--- src/rtl/core/ilp_pkg.sv ---
// Package for the integer literal parser: character codes, radix and type codes.
// Holds the digit decode function that the parser core uses.
// No dependencies.
package ilp_pkg;

	localparam logic [7:0] CHAR_MINUS = 8'h2D;
	localparam logic [7:0] CHAR_X     = 8'h78;
	localparam logic [7:0] CHAR_U     = 8'h75;
	localparam logic [7:0] CHAR_L     = 8'h6C;
	localparam logic [7:0] CHAR_S     = 8'h73;
	localparam logic [7:0] CHAR_I     = 8'h69;
	localparam logic [7:0] CHAR_DOT   = 8'h2E;
	localparam logic [7:0] CHAR_ZERO  = 8'h30;
	localparam logic [7:0] CHAR_NINE  = 8'h39;
	localparam logic [7:0] CHAR_LA    = 8'h61;
	localparam logic [7:0] CHAR_LF    = 8'h66;
	localparam logic [7:0] CHAR_UA    = 8'h41;
	localparam logic [7:0] CHAR_UF    = 8'h46;

	localparam logic [4:0] DIGIT_NONE = 5'd16;
	localparam logic [4:0] BASE_OCT   = 5'd8;
	localparam logic [4:0] BASE_DEC   = 5'd10;
	localparam logic [4:0] BASE_HEX   = 5'd16;

	typedef enum logic [1:0] {
		RADIX_DEC = 2'd0,
		RADIX_OCT = 2'd1,
		RADIX_HEX = 2'd2
	} radix_t;

	typedef enum logic [2:0] {
		TYPE_I32 = 3'd0,
		TYPE_I64 = 3'd1,
		TYPE_I16 = 3'd2,
		TYPE_U32 = 3'd3,
		TYPE_U64 = 3'd4,
		TYPE_U16 = 3'd5
	} lit_type_t;

	typedef enum logic [1:0] {
		STATUS_OK      = 2'd0,
		STATUS_FLOAT   = 2'd1,
		STATUS_INVALID = 2'd2
	} status_t;

	function automatic logic [4:0] digit_value(input logic [7:0] c);
		logic [4:0] d;
		d = DIGIT_NONE;
		if (c >= CHAR_ZERO && c <= CHAR_NINE) begin
			d = 5'(c - CHAR_ZERO);
		end else if (c >= CHAR_LA && c <= CHAR_LF) begin
			d = 5'(c - CHAR_LA) + 5'd10;
		end else if (c >= CHAR_UA && c <= CHAR_UF) begin
			d = 5'(c - CHAR_UA) + 5'd10;
		end
		return d;
	endfunction

	function automatic logic is_width_letter(input logic [7:0] c);
		return (c == CHAR_L) || (c == CHAR_S) || (c == CHAR_I);
	endfunction

endpackage

--- src/rtl/core/ilp_char_if.sv ---
// Character request channel of the integer literal parser.
// Carries valid, ready, one character and the last flag. No dependencies.
interface ilp_char_if;
	logic       valid;
	logic       ready;
	logic [7:0] char_in;
	logic       is_last;

	modport source (output valid, output char_in, output is_last, input ready);
	modport sink   (input valid, input char_in, input is_last, output ready);
endinterface

--- src/rtl/core/ilp_result_if.sv ---
// Result request channel of the integer literal parser.
// Carries valid, ready, the value word, type code and status. No dependencies.
interface ilp_result_if;
	logic        valid;
	logic        ready;
	logic [63:0] value_word;
	logic [2:0]  type_code;
	logic [1:0]  status;

	modport source (output valid, output value_word, output type_code, output status,
		input ready);
	modport sink   (input valid, input value_word, input type_code, input status,
		output ready);
endinterface

--- src/rtl/core/integer_literal_parser.sv ---
// Integer literal parser: input register, one pass of decode and accumulate, result register.
// Depends on ilp_pkg, ilp_char_if and ilp_result_if.
//
// channel  | dir | payload                              | notes
// in_ch    | in  | char_in[7:0], is_last                | one request per character
// out_ch   | out | value_word[63:0], type_code, status  | one request per literal
//
// One character per cycle sustained, unless a last character waits on a stalled result.
// The last character passes the input register, then the shift-add, then the result register.
// Reset clears the parse state and both valid flags.
// A stalled result holds only a last character in the input register; other characters flow.
module integer_literal_parser (
	input  logic              clk,
	input  logic              arst_n,
	ilp_char_if.sink          in_ch,
	ilp_result_if.source      out_ch
);

	logic              valid_s1;
	logic [7:0]        char_s1;
	logic              last_s1;

	logic [1:0]        char_index_q;
	logic              negative_q;
	ilp_pkg::radix_t   radix_q;
	logic [63:0]       accum_now_q;
	logic [63:0]       accum_last_q;
	logic [7:0]        prev_char_q;
	logic [1:0]        error_q;

	logic              out_valid_q;
	logic [63:0]       out_word_q;
	logic [2:0]        out_type_q;
	logic [1:0]        out_status_q;

	logic              advance;
	logic              had_prev;
	logic [1:0]        dpos;
	logic              invalid;
	logic              consumed;
	ilp_pkg::radix_t   radix_d;
	logic              negative_d;
	logic [1:0]        error_d;
	logic [63:0]       accum_d;
	logic [4:0]        digit;
	logic [4:0]        base;
	logic [63:0]       scaled;
	ilp_pkg::lit_type_t type_d;
	logic [1:0]        drop;
	logic [63:0]       word_sel;
	logic [63:0]       word_neg;
	logic [63:0]       mask;
	logic [63:0]       word_d;

	assign advance   = valid_s1 && (!last_s1 || !out_valid_q || out_ch.ready);
	assign in_ch.ready = !valid_s1 || advance;

	always_ff @(posedge clk or negedge arst_n) begin
		if (!arst_n) begin
			valid_s1 <= 1'b0;
		end else if (in_ch.ready) begin
			valid_s1 <= in_ch.valid;
		end
	end

	always_ff @(posedge clk) begin
		if (in_ch.valid && in_ch.ready) begin
			char_s1 <= in_ch.char_in;
			last_s1 <= in_ch.is_last;
		end
	end

	always_comb begin
		had_prev   = char_index_q != 2'd0;
		dpos       = char_index_q - {1'b0, negative_q};
		invalid    = had_prev && ilp_pkg::is_width_letter(prev_char_q) &&
			(!last_s1 || char_s1 != ilp_pkg::CHAR_U);
		consumed   = 1'b0;
		radix_d    = radix_q;
		negative_d = negative_q;
		error_d    = error_q;
		accum_d    = accum_now_q;
		digit      = ilp_pkg::digit_value(char_s1);
		base       = ilp_pkg::BASE_DEC;
		scaled     = '0;

		if (char_s1 == ilp_pkg::CHAR_DOT) begin
			error_d = ilp_pkg::STATUS_FLOAT;
		end else if (char_index_q == 2'd0 && char_s1 == ilp_pkg::CHAR_MINUS) begin
			negative_d = 1'b1;
		end else begin
			if (dpos == 2'd1 && prev_char_q == ilp_pkg::CHAR_ZERO) begin
				if (char_s1 == ilp_pkg::CHAR_X && !last_s1) begin
					radix_d  = ilp_pkg::RADIX_HEX;
					consumed = 1'b1;
				end else begin
					radix_d = ilp_pkg::RADIX_OCT;
				end
			end
			unique case (radix_d)
				ilp_pkg::RADIX_HEX: begin
					base   = ilp_pkg::BASE_HEX;
					scaled = {accum_now_q[59:0], 4'd0};
				end
				ilp_pkg::RADIX_OCT: begin
					base   = ilp_pkg::BASE_OCT;
					scaled = {accum_now_q[60:0], 3'd0};
				end
				default: begin
					base   = ilp_pkg::BASE_DEC;
					scaled = {accum_now_q[60:0], 3'd0} + {accum_now_q[62:0], 1'b0};
				end
			endcase
			if (!consumed) begin
				if (digit < base) begin
					accum_d = scaled + {60'd0, digit[3:0]};
				end else if (ilp_pkg::is_width_letter(char_s1) && !last_s1) begin
					invalid = invalid;
				end else if (last_s1 && (char_s1 == ilp_pkg::CHAR_U ||
					ilp_pkg::is_width_letter(char_s1))) begin
					invalid = invalid;
				end else begin
					invalid = 1'b1;
				end
			end
		end
		if (invalid && error_d == ilp_pkg::STATUS_OK) begin
			error_d = ilp_pkg::STATUS_INVALID;
		end
	end

	always_comb begin
		type_d = ilp_pkg::TYPE_I32;
		drop   = 2'd0;
		priority if (char_s1 == ilp_pkg::CHAR_U) begin
			drop   = 2'd1;
			type_d = ilp_pkg::TYPE_U32;
			if (had_prev && ilp_pkg::is_width_letter(prev_char_q)) begin
				drop = 2'd2;
				if (prev_char_q == ilp_pkg::CHAR_L) begin
					type_d = ilp_pkg::TYPE_U64;
				end else if (prev_char_q == ilp_pkg::CHAR_S) begin
					type_d = ilp_pkg::TYPE_U16;
				end
			end
		end else if (char_s1 == ilp_pkg::CHAR_L) begin
			drop   = 2'd1;
			type_d = ilp_pkg::TYPE_I64;
		end else if (char_s1 == ilp_pkg::CHAR_S) begin
			drop   = 2'd1;
			type_d = ilp_pkg::TYPE_I16;
		end else if (char_s1 == ilp_pkg::CHAR_I) begin
			drop   = 2'd1;
		end else begin
			drop   = 2'd0;
		end

		unique case (drop)
			2'd2:    word_sel = accum_last_q;
			2'd1:    word_sel = accum_now_q;
			default: word_sel = accum_d;
		endcase

		unique case (type_d)
			ilp_pkg::TYPE_I64:                   mask = {64{1'b1}};
			ilp_pkg::TYPE_I16, ilp_pkg::TYPE_U16: mask = 64'h0000_0000_0000_FFFF;
			default:                             mask = 64'h0000_0000_FFFF_FFFF;
		endcase

		word_neg = 64'd0 - word_sel;
		word_d   = word_sel;
		if (negative_d && type_d != ilp_pkg::TYPE_U64) begin
			word_d = (word_sel & ~mask) | (word_neg & mask);
		end
	end

	always_ff @(posedge clk or negedge arst_n) begin
		if (!arst_n) begin
			char_index_q <= 2'd0;
			negative_q   <= 1'b0;
			radix_q      <= ilp_pkg::RADIX_DEC;
			accum_now_q  <= '0;
			accum_last_q <= '0;
			prev_char_q  <= '0;
			error_q      <= ilp_pkg::STATUS_OK;
		end else if (advance) begin
			if (last_s1) begin
				char_index_q <= 2'd0;
				negative_q   <= 1'b0;
				radix_q      <= ilp_pkg::RADIX_DEC;
				accum_now_q  <= '0;
				accum_last_q <= '0;
				prev_char_q  <= '0;
				error_q      <= ilp_pkg::STATUS_OK;
			end else begin
				if (char_index_q != 2'd3) begin
					char_index_q <= char_index_q + 2'd1;
				end
				negative_q   <= negative_d;
				radix_q      <= radix_d;
				accum_now_q  <= accum_d;
				accum_last_q <= accum_now_q;
				prev_char_q  <= char_s1;
				error_q      <= error_d;
			end
		end
	end

	always_ff @(posedge clk or negedge arst_n) begin
		if (!arst_n) begin
			out_valid_q <= 1'b0;
		end else if (advance && last_s1) begin
			out_valid_q <= 1'b1;
		end else if (out_ch.ready) begin
			out_valid_q <= 1'b0;
		end
	end

	always_ff @(posedge clk) begin
		if (advance && last_s1) begin
			if (error_d != ilp_pkg::STATUS_OK) begin
				out_word_q <= '0;
				out_type_q <= ilp_pkg::TYPE_I32;
			end else begin
				out_word_q <= word_d;
				out_type_q <= type_d;
			end
			out_status_q <= error_d;
		end
	end

	assign out_ch.valid      = out_valid_q;
	assign out_ch.value_word = out_word_q;
	assign out_ch.type_code  = out_type_q;
	assign out_ch.status     = out_status_q;

endmodule

--- src/flat_wrapper.sv ---
// flat-port wrapper written by rule: the top's interface ports become plain ports
module integer_literal_parser_flat 
  (clk, arst_n, in_ch_valid, in_ch_char_in, in_ch_is_last, in_ch_ready, out_ch_valid, out_ch_value_word, out_ch_type_code, out_ch_status, out_ch_ready);
  ilp_char_if in_ch_i ();
  ilp_result_if out_ch_i ();
  input  logic clk;
  input  logic arst_n;
  input wire logic [$bits(in_ch_i.valid)-1:0] in_ch_valid;
  input wire logic [$bits(in_ch_i.char_in)-1:0] in_ch_char_in;
  input wire logic [$bits(in_ch_i.is_last)-1:0] in_ch_is_last;
  output wire logic [$bits(in_ch_i.ready)-1:0] in_ch_ready;
  output wire logic [$bits(out_ch_i.valid)-1:0] out_ch_valid;
  output wire logic [$bits(out_ch_i.value_word)-1:0] out_ch_value_word;
  output wire logic [$bits(out_ch_i.type_code)-1:0] out_ch_type_code;
  output wire logic [$bits(out_ch_i.status)-1:0] out_ch_status;
  input wire logic [$bits(out_ch_i.ready)-1:0] out_ch_ready;
  assign in_ch_i.valid = in_ch_valid;
  assign in_ch_i.char_in = in_ch_char_in;
  assign in_ch_i.is_last = in_ch_is_last;
  assign in_ch_ready = in_ch_i.ready;
  assign out_ch_valid = out_ch_i.valid;
  assign out_ch_value_word = out_ch_i.value_word;
  assign out_ch_type_code = out_ch_i.type_code;
  assign out_ch_status = out_ch_i.status;
  assign out_ch_i.ready = out_ch_ready;
  integer_literal_parser u_core (.clk(clk), .arst_n(arst_n), .in_ch(in_ch_i), .out_ch(out_ch_i));
endmodule
--- config.mk ---
export PLATFORM = sky130hd
export DESIGN_NAME = integer_literal_parser_flat
export DESIGN_NICKNAME = d
export VERILOG_FILES = /design/src/rtl/core/ilp_pkg.sv /design/src/rtl/core/ilp_char_if.sv /design/src/rtl/core/ilp_result_if.sv /design/src/rtl/core/integer_literal_parser.sv /design/src/flat_wrapper.sv
export SDC_FILE = /design/constraint.sdc
export NUM_CORES = 1
export LEC_CHECK = 0
export BUFFER_PORTS_ARGS = -buffer_cell sky130_fd_sc_hd__buf_2
export CAP_MARGIN = 20
export CELL_PAD_IN_SITES_DETAIL_PLACEMENT = 1
export CELL_PAD_IN_SITES_GLOBAL_PLACEMENT = 1
export CORE_MARGIN = 3
export CORE_UTILIZATION = 52
export DETAILED_ROUTE_END_ITERATION = 7
export PLACE_DENSITY_LB_ADDON = 0.15
export SETUP_SLACK_MARGIN = 0.3
export SKIP_CTS_REPAIR_TIMING = 1
export SYNTH_ARGS = -nofsm -noshare
export SYNTH_HDL_FRONTEND = slang
export SYNTH_SLANG_ARGS = --single-unit
--- constraint.sdc ---
create_clock -name clk -period 13.1 [get_ports clk]
set_clock_uncertainty 0.05 [all_clocks]
set_input_delay 1.31 -clock clk [delete_from_list [all_inputs] [get_ports clk]]
set_output_delay 1.31 -clock clk [all_outputs]
set_load 0.05 [all_outputs]
Word-level counts from Yosys, hierarchy flattened
Index checks and enable logic that the tools add are counted.
{ "op_classes": {"n_addsub": 10, "mul": 0, "n_div": 0, "order_cmp": 7, "eq_ne": 24, "shifts": 0, "mux": 57, "bitwise": 4, "reduce_logical": 36} }
{ "ops": {"columns": ["cell", "count"], "rows": [
  ["$mux W64", 9],
  ["$pmux W64 S2", 3],
  ["$and A64 B64 Y64", 2],
  ["$add A64 B4 Y64", 1],
  ["$add A64 B64 Y64", 1],
  ["$eq A8 B7 Y1 const B", 8],
  ["$not A64 Y64", 1],
  ["$or A64 B64 Y64", 1],
  ["$sub A1 B64 Y64 const A", 1],
  ["$mux W2", 17],
  ["$mux W5", 5],
  ["$eq A8 B6 Y1 const B", 3],
  ["$ge A8 B7 Y1 const B", 2],
  ["$le A8 B7 Y1 const B", 2],
  ["$mux W1", 16],
  ["$logic_and A1 B1 Y1", 15],
  ["$mux W3", 5],
  ["$add A5 B4 Y5 const B", 2],
  ["$pmux W5 S2", 1],
  ["$sub A5 B1 Y5 const B", 2],
  ["$logic_or A1 B1 Y1", 9],
  ["$ge A8 B6 Y1 const B", 1],
  ["$le A8 B6 Y1 const B", 1],
  ["$mux W8", 1],
  ["19 further kinds", 29]
]} }
{ "word_totals": {"regBits": 223, "latch_bits": 0, "mem_bits_rw": 0, "rom_bits": 0, "wordCells": 152, "mem_count": 0} }

Logic depth before layout (Yosys ltp)
Gate-level depths: netlist (run 1).
{ "logic_depth": {"depth_word": 20, "mapped_depth": 36, "ltp_nobuf": 27} }

Worst setup path before layout (run 1)
No wires, ideal clock.
{ "synth_path": {"path_kind": "register -> register", "startpoint": "register u_core.char_index_q[0]", "endpoint": "register u_core.out_word_q[62] (netlist: u_core.out_ch.value_word[62]), data pin", "setup_time_ns": 0.136, "arrival_ns": 8.270, "slack_ns": 4.644, "stages_incl_launch_ff": 36, "cell_sequence": "dfrtp_1 -> inv_1 -> ha_1 -> nor4_1 -> and4_1 -> and3_1 -> o21bai_1 -> inv_1 -> ha_1 -> buf_2 -> buf_2 -> buf_6 -> buf_2 -> buf_2 -> buf_2 -> buf_2 -> buf_1 -> clkbuf_1 -> and2_1 -> ha_1 -> fa_1 -> a21o_1 -> nand3_1 -> nor4_2 -> and2_1 -> nand3_2 -> or4_1 -> buf_6 -> nor4_4 -> xnor2_1 -> a221o_1 -> or4_1 -> buf_2 -> or4_4 -> or4b_1 -> nand3_1"} }
{ "synth_between": {"elab_chain_len": 20, "word_cells_on_any_way": 59, "cone_classes": "add/sub (3); order compare (1); eq/ne (9); mux (32); bitwise (4); reduce/logical (10)"} }
{ "synth_rtl": {"columns": ["item", "line", "text"], "rows": [
  ["start, declared", "integer_literal_parser.sv:23", "logic [1:0] char_index_q;"],
  ["start signal, assigned", "integer_literal_parser.sv:197", "char_index_q <= char_index_q + 2'd1;"],
  ["$sub A2 B1 Y2", "integer_literal_parser.sv:75", "dpos = char_index_q - {1'b0, negative_q};"],
  ["$eq A2 B1 Y1", "integer_literal_parser.sv:92", "if (dpos == 2'd1 && prev_char_q == ilp_pkg::CHAR_ZERO) begin"],
  ["$logic_and A1 B1 Y1", "integer_literal_parser.sv:92", null],
  ["$mux W2", "integer_literal_parser.sv:92", null],
  ["$mux W2", "integer_literal_parser.sv:89", "end else if (char_index_q == 2'd0 && char_s1 == ilp_pkg::CHAR_MINUS) begin"],
  ["$mux W2", "integer_literal_parser.sv:87", "if (char_s1 == ilp_pkg::CHAR_DOT) begin"],
  ["$eq A2 B1 Y1 or $eq A2 B2 Y1 (tied branches)", "integer_literal_parser.sv:100", "unique case (radix_d)"],
  ["$pmux W64 S2 or $pmux W5 S2 (tied branches)", "integer_literal_parser.sv:100", null],
  ["[4 not listed]", null, null],
  ["$mux W64", "integer_literal_parser.sv:114", "if (!consumed) begin"],
  ["$mux W64", "integer_literal_parser.sv:89", null],
  ["$mux W64", "integer_literal_parser.sv:87", null],
  ["$pmux W64 S2", "integer_literal_parser.sv:158", "unique case (drop)"],
  ["$sub A1 B64 Y64", "integer_literal_parser.sv:170", "word_neg = 64'd0 - word_sel;"],
  ["$and A64 B64 Y64", "integer_literal_parser.sv:173", "word_d = (word_sel & ~mask) | (word_neg & mask);"],
  ["$or A64 B64 Y64", "integer_literal_parser.sv:173", null],
  ["$mux W64", "integer_literal_parser.sv:172", "if (negative_d && type_d != ilp_pkg::TYPE_U64) begin"],
  ["end signal, assigned", "integer_literal_parser.sv:225", "out_word_q <= word_d;"],
  ["end, declared", "integer_literal_parser.sv:32", "logic [63:0] out_word_q;"]
]} }
Parallel ways exist; a longest one is shown, timed or not. The select of a mux whose other input is x is not followed.
A chain may end at the register's enable or synchronous reset.

Final worst setup path (run 1)
Ends and elaborated chain as after synthesis.

==> summary.md, run 1 <==
| Metric | Value |
|---|---|
| Worst path cell trace | `inv_1 -> ha_1 -> nor4_1 -> and4_1 -> and3_1 -> o21bai_1 -> inv_1 -> ha_4 -> buf_4 -> a221oi_1 -> a311oi_1 -> o311ai_2 -> nor4_2 -> nand4_1 -> or4_1 -> nor4_4 -> xnor2_1 -> a221o_1 -> or4_1 -> or4_4 -> or4b_1 -> nand3_1` |
| Final total power | `~2.0 mW` |
| VDD IR max | `0.0751 mV` |
| Final worst slack | `3.84 ns` |
| WP data required | `13.44 ns` |
| PwrDens | `93.8 nW/µm²` |
| Synth Net Count | `2639` |
| CTS buffer count | `23` |
| Total GRT Usage | `0.375` |
| Synth Register Bits | `223` |
| Slew at the pin closest to its max-slew limit | `approximately 1.1 ns` |
| Clock latency at the later pin of the worst-skew pair | `roughly 0.54 ns` |
| # nets final | `2596` |
| Largest net degree at the start of global routing | `90` |
| Pre-CTS WS | `~4.1 ns` |
| GR Util met1 | `0.552` |
| TritonCTS Sinks | `223` |
| CP Launch Type | `flip-flop` |
| DIE AREA | `41200 µm²` |
| CTS tree | `built` |
| Post-route antenna net violation count | `0` |
| Synth Instances | `approximately 2.5k` |
| First-pass GRT wire length | `between 100000 and 150000 µm` |
| Async S/R FF share, synth | `0.650` |
| Final hold violations | `0` |
| Reg2reg setup slack | `3.84 ns` |
| GPL Wtd Cong | `1.01` |
| Status | `completed` |
| Post-synth top area share | `0.180` |
| Initial antenna violation count | `0` |
| Reg clk slew, reported paths | `approximately 0.070 ns` |
| GRT met3 Usage | `0.0593` |
| Busiest grt layer | `met2` |
| Fmax | `108 MHz` |
| Site row count | `71` |
| Worst EP arrival | `9.60 ns` |
| Family with the most delay on the worst path | `simple AND/OR/NAND/NOR gates` |
| Final Util | `0.566` |
| Via count | `21.8k` |
| Post-layout minimum cycle time | `9.26 ns` |
| Setup CP Type | `reg2reg` |
| Initial DRC count | `2620` |
| Wirelength per Cell | `26.3 µm` |
| Pre-antenna DRT Iters | `6` |
| Library cells used by synthesis | `112` |
| Synth top area cells | `dfrtp_1, edfxtp_1, nand2_1` |
| Area grow syn2layout | `6.35%` |
| Setup violators final | `0` |
| GRT overflow | `0` |
| Clock root buffer | `clkbuf_16` |
| Slowest stage delay, CP | `approximately 0.94 ns` |
| Dpl hpwl | `approximately 57000 µm` |
| Sequential element share of the synthesized area | `0.296` |
| Die Wd | `203 µm` |
| Leakage Power | `8.57 nW` |
| Number of synthesized flops with an enable pin | `between 70 and 80` |
| Max Cap Viol | `0` |
| Max-slew headroom | `0.245` |
| Max Root-Sink Buffers | `3` |
| H-tree Lvls | `1` |
| Setup TNS | `0 ns` |
| CP Capture Type | `flip-flop` |
| Met2 GRT Util | `0.580` |
| Syn_area_per_cell | `7.92 µm²` |
| CORE AREA | `37900 µm²` |
| Share of cells above drive strength 1 | `0.0920` |
| Worst hold slack | `0.422 ns` |
| Final Max Slew Viols | `0` |
| # port buffers | `83` |
| RSZ-0062 raised after global routing | `false` |
| Die span in y | `203 µm` |
| Vias in the first global route | `21.5k` |
| Post-Syn Area | `20200 µm²` |
| Final Cycle Share | `0.707` |
| DRC | `0` |
| N_diodes | `0` |
| I/O pins | `84` |
| Hold Crit Class | `reg2reg` |
| Slowest cell on the critical path | `or4_1` |
| CP Max Fanout | `89` |
| Initial Util | `0.532` |
| Ys flop type | `dfrtp_1` |
| Fillers | `4659` |
| Worst Path Buf+Inv | `3` |
| Drt total wl | `79800 µm` |
| DR vias/cell | `a little over 7` |
| Synth warn | `0` |
| Leading area contributor after synthesis | `dfrtp_1` |
[final timing paths]
path                                         start                            to  cells past startpoint
min in group asynchronous                   arst_n           u_core.out_ch.valid                      1
max                         u_core.char_index_q[0]  u_core.out_ch.value_word[62]                     22
min reg2reg                u_core.accum_last_q[22]       u_core.accum_last_q[22]                      2
max in group asynchronous                   arst_n       u_core.accum_last_q[52]                      2
max reg2reg                 u_core.char_index_q[0]  u_core.out_ch.value_word[62]                     22
min                        u_core.accum_last_q[22]       u_core.accum_last_q[22]                      2
[worst register-to-register path, delay by kind of cell, from the launching register on]
kind | cells | cell delay (ns)
buf+inv | 3 | 1.13
compound gates | 5 | 1.50
flops | 1 | 0.39
simple gates | 11 | 4.85
fa+ha+maj | 2 | 1.01
xor+xnor | 1 | 0.17
[cells in the mapped netlist (62+ instances only)]
cell type  number
nand4_1        68
nand2_1       381
nor2_1        211
o21ai_0       158
clkbuf_1      105
a21oi_1       160
nand3_1       142
edfxtp_1       78
nor3_1         62
ha_1           77
dfrtp_1       145
xnor2_1        76
[flip-flops by register name, summed over array words and instances (netlist names), 2 cells and up]
signal                    count
u_core.accum_last_q          64
u_core.accum_now_q           64
u_core.char_index_q           2
u_core.char_s1                8
u_core.error_q                2
u_core.out_ch.status          2
u_core.out_ch.type_code       3
u_core.out_ch.value_word     64
u_core.prev_char_q            8
u_core.radix_q                2
[per-stage QoR]
step,cells,cell area (µm²)
2_1_floorplan,2547,20200
6_report,3032,21500
5_1_grt,3032,21500
3_3_place_gp,2989,20700
3_5_place_dp,2989,20700
4_1_cts,3031,21500
[placed cells by master, fill, tap and decap left out, types with 13 or more instances in the layout]
master | Yosys | routed
nand2b_1 | 20 | 20
or4_1 | 15 | 15
ha_1 | 77 | 75
a211o_1 | 15 | 15
buf_4 | 6 | 25
and4_1 | 14 | 14
nand2_1 | 381 | 378
nor3b_1 | 13 | 13
a22oi_1 | 47 | 47
and3_1 | 35 | 35
a221oi_1 | 50 | 50
buf_2 | 40 | 83
nand4_1 | 68 | 68
o31ai_1 | 22 | 22
mux2i_1 | 17 | 17
a21oi_1 | 160 | 159
a31oi_1 | 28 | 28
a22o_1 | 31 | 31
xnor2_1 | 76 | 76
xor2_1 | 42 | 42
clkbuf_16 | 0 | 23
a41oi_1 | 15 | 15
edfxtp_1 | 78 | 78
nor3_1 | 62 | 62
o21a_1 | 16 | 16
a21o_1 | 32 | 32
inv_1 | 36 | 35
or3_1 | 27 | 27
nand3_1 | 142 | 142
o211ai_1 | 16 | 16
nor4_1 | 37 | 37
nor2_1 | 211 | 209
a221o_1 | 14 | 14
o21ai_0 | 158 | 158
and2_1 | 18 | 17
a211oi_1 | 18 | 17
dfrtp_1 | 145 | 144
[layer usage]
| layer | share of wire | vias to the layer above |
|---|---|---|
| met4 | 0.024 | 0 |
| met5 | 0 | - |
| met3 | 0.11 | 162 |
| met2 | 0.44 | 1219 |
| li1 | - | 9565 |
| met1 | 0.43 | 10900 |
[cell type report]
| type | instances | area, µm² | area share |
|---|---|---|---|
| Multi-Input combinational cell | 2111 | 13300 | 0.619 |
| Sequential cell | 223 | 5970 | 0.278 |
| Tap cell | 511 | 639 | 0.0298 |
| Timing Repair Buffer | 109 | 614 | 0.0286 |
| Clock buffer | 23 | 576 | 0.0268 |
| Clock inverter | 19 | 235 | 0.0110 |
| Inverter | 36 | 135 | 0.00629 |
[logic make-up after synthesis]
logic type,synth area share
buffers and inverters,0.0487
AND/OR/NAND/NOR,0.279
adder cells (fa/ha/maj),0.0497
flip-flops,0.296
XOR/XNOR,0.0512
AO/OA/AOI/OAI,0.264
multiplexers,0.0112
[where the power goes]
group	switching, mW	internal, mW
combinational	0.354	0.138
sequential	0.0447	0.750
clock	0.317	0.409
Note: power is estimated with default switching activity, not from simulation.
==> run 2, diff against run 1 <==
--- a/config.mk
+++ b/config.mk
@@ -5,12 +5,13 @@
 export SDC_FILE = /design/constraint.sdc
 export NUM_CORES = 1
 export LEC_CHECK = 0
+export ABC_AREA = 1
 export BUFFER_PORTS_ARGS = -buffer_cell sky130_fd_sc_hd__buf_2
 export CAP_MARGIN = 20
 export CELL_PAD_IN_SITES_DETAIL_PLACEMENT = 1
 export CELL_PAD_IN_SITES_GLOBAL_PLACEMENT = 1
 export CORE_MARGIN = 3
-export CORE_UTILIZATION = 52
+export CORE_UTILIZATION = 41
 export DETAILED_ROUTE_END_ITERATION = 7
 export PLACE_DENSITY_LB_ADDON = 0.15
 export SETUP_SLACK_MARGIN = 0.3
==> constraint.sdc (replaced) <==
create_clock -name clk -period 7.75 [get_ports clk]
set_clock_uncertainty 0.05 [all_clocks]
set_input_delay 0.775 -clock clk [delete_from_list [all_inputs] [get_ports clk]]
set_output_delay 0.775 -clock clk [all_outputs]
set_load 0.05 [all_outputs]
==> run 2 against run 1 <==
Against the previous run: via count grew 13%; register-to-register slack lost 2.8 ns; critical path type unchanged; maximum frequency grew 39%; clock power grew 80%; highest routed layer unchanged; largest cell class unchanged; synthesized cell count grew 44%; global-route usage shrank 4.8 points; core utilization shrank 11 points; cell area grew 12%; die area grew 38%.
==> summary.md, run 2 <==
| Metric | Value |
|---|---|
| Status | `completed` |
| Post-synth top area share | `0.194` |
| Ys flop type | `dfrtp_1` |
| Stages on worst setup path | `36` |
| Post-route antenna net violation count | `0` |
| Fin area | `24100 µm²` |
| Synth Instances | `3664` |
| Max-slew headroom | `0.352` |
| Synth warn | `0` |
| Initial DRC count | `around 1.4k` |
| Die span in y | `between 200 and 250 µm` |
| Die Wd | `roughly 240 µm` |
| Fillers | `approximately 7.3k` |
| Final Util | `0.454` |
| N_diodes | `0` |
| Final cell count without fillers | `4406` |
| Slew at the pin closest to its max-slew limit | `0.964 ns` |
| RSZ-0062 raised after global routing | `false` |
| Dpl cell area | `23200 µm²` |
| Setup violators final | `0` |
| Wirelength per Cell | `21.5 µm` |
| VDD IR max | `0.174 mV` |
| Reg clk slew, reported paths | `0.06 ns` |
| Family with the most delay on the worst path | `simple AND/OR/NAND/NOR gates` |
| Setup TNS | `0 ns` |
| Most frequent cells in the layout | `nand2_1, inv_1, nand3_1` |
| Worst EP arrival | `6.92 ns` |
| Initial Util | `0.418` |
| DRC | `0` |
| # nets final | `3789` |
| R2r startpoint | `u_core.char_index_q[0]` |
| Drt total wl | `~95000 µm` |
| Post-layout minimum cycle time | `6.66 ns` |
| I/O pins | `84` |
| Pre-antenna DRT Iters | `5` |
| DIE AREA | `57000 µm²` |
| Most numerous cell in the Yosys netlist | `nand2_1` |
| Reg2reg setup slack | `between 1 and 1.5 ns` |
| GPL Wtd Cong | `approximately 0.96` |
| List of most frequent post-synthesis cells | `nand2_1, inv_1, nand3_1, nor2_1, dfrtp_1` |
| CORE AREA | `approximately 53000 µm²` |
| Vias in the first global route | `25.5k` |
| Total GRT Usage | `0.327` |
| CTS buffer count | `27` |
| Fmax | `150 MHz` |
| Post-Syn Area | `22200 µm²` |
| Most used cell, CP | `nand2_1` |
| Slowest stage delay, CP | `0.65 ns` |
| DR vias/cell | `approximately 5.6` |
| Via count | `approximately 25k` |
| Final Max Slew Viols | `0` |
| Area grow syn2layout | `8.47%` |
| Final hold violations | `0` |
| Leakage Power | `12.1 nW` |
| # port buffers | `83` |
| Dpl hpwl | `75300 µm` |
| Max Root-Sink Buffers | `3` |
| Leading area contributor after synthesis | `nand2_1` |
| CTS tree | `built` |
| Reg2Reg Depth | `36` |
| Syn_area_per_cell | `6.06 µm²` |
| Site row count | `84` |
| CP Max Fanout | `26` |
| Hold Crit Class | `in2async` |
| Largest net degree at the start of global routing | `between 80 and 90` |
| Share of cells above drive strength 1 | `0.0914` |
| Synth Register Bits | `around 220` |
| PwrDens | `166 nW/µm²` |
| H-tree Lvls | `1` |
| Synth top area cells | `nand2_1, dfrtp_1, inv_1` |
| Synth Net Count | `3756` |
| Clock latency at the later pin of the worst-skew pair | `0.58 ns` |
| Clock root buffer | `clkbuf_16` |
| Slowest cell on the critical path | `ha_2` |
| Sequential element share of the synthesized area | `0.269` |
| Final Cycle Share | `0.859` |
| Worst r2r dst | `u_core.out_ch.value_word[57]` |
| WP data required | `8.01 ns` |
| CP Capture Type | `flip-flop` |
| Initial antenna violation count | `0` |
| Library cells used by synthesis | `59` |
| Worst Path Buf+Inv | `3` |
| GRT overflow | `0` |
| Cells after DPL | `~4.4k` |
| Number of synthesized flops with an enable pin | `78` |
| First-pass GRT wire length | `roughly 150000 µm` |
| Setup CP Type | `reg2reg` |
| Max Cap Viol | `0` |
| Commonest non-fill, non-tap cell in the layout | `nand2_1` |
| Async S/R FF share, synth | `0.650` |
| TritonCTS Sinks | `223` |
| CP Launch Type | `flip-flop` |
-- run 2: changes by cell type in the layout (fill, tap and decap cells not counted), moves of 38 or more --
cell / delta
nor2_1: +82
a21oi_1: -50
a22oi_1: -46
xnor2_1: -72
inv_1: +646
nand3_1: +186
nor2_2: +49
o22ai_1: +134
nand2_1: +767
a221oi_1: -49
nand2_2: +38
-- run 2: how the worst max path moves through the flow --
stage	from	end
6_report	u_core.char_index_q[0]	u_core.out_ch.value_word[57]
5_1_grt	u_core.char_index_q[0]	u_core.out_ch.value_word[45]
4_1_cts	u_core.char_index_q[0]	u_core.out_ch.value_word[57]
3_5_place_dp	u_core.char_index_q[0]	u_core.out_ch.value_word[57]
3_3_place_gp	u_core.char_index_q[0]	u_core.out_ch.value_word[57]
2_1_floorplan	u_core.char_index_q[0]	u_core.out_ch.value_word[59]
-- run 2: metrics by stage --
stage | power [mW] | hold WS (ns) | setup WS, ns
floorplan | 2.24 | 0.403 | 1.88
global placement | 2.66 | 0.418 | 1.45
detailed placement | 2.70 | 0.430 | 1.21
CTS | 4.00 | 0.242 | 1.14
global route | 4.19 | 0.249 | 0.502
finish | 3.99 | 0.214 | 1.09
-- run 2: metal layers --
layer	global-route usage	part of all wire
met2	0.573	0.48
met4	0.148	0.053
met3	0.0266	0.036
met5	0	0
met1	0.411	0.43
-- run 2: logic make-up after synthesis --
| logic type | synth area share |
|---|---|
| and+or+nand+nor | 0.412 |
| adders and majority gates | 0.0452 |
| DFF | 0.269 |
| xor gates and xnor gates | 0.00592 |
| buffers and inverters | 0.141 |
| AOI/OAI and AO/OA | 0.127 |
-- run 2: area by class of cell --
| type | count | area [µm²] | share of cell area |
|---|---|---|---|
| clock buffers | 33 | 698 | 0.0290 |
| clock inverters | 17 | 178 | 0.00738 |
| inverters | 717 | 2690 | 0.112 |
| multi-input cells | 2627 | 13100 | 0.545 |
| flip-flops and latches | 223 | 5970 | 0.248 |
| well taps | 688 | 861 | 0.0358 |
| repair buffers | 101 | 557 | 0.0231 |
-- run 2: power by group --
group	internal, mW	switching (mW)
Clock	0.742	0.564
Sequential	1.30	0.0669
Combinational	0.333	0.984
Total	2.37	1.62
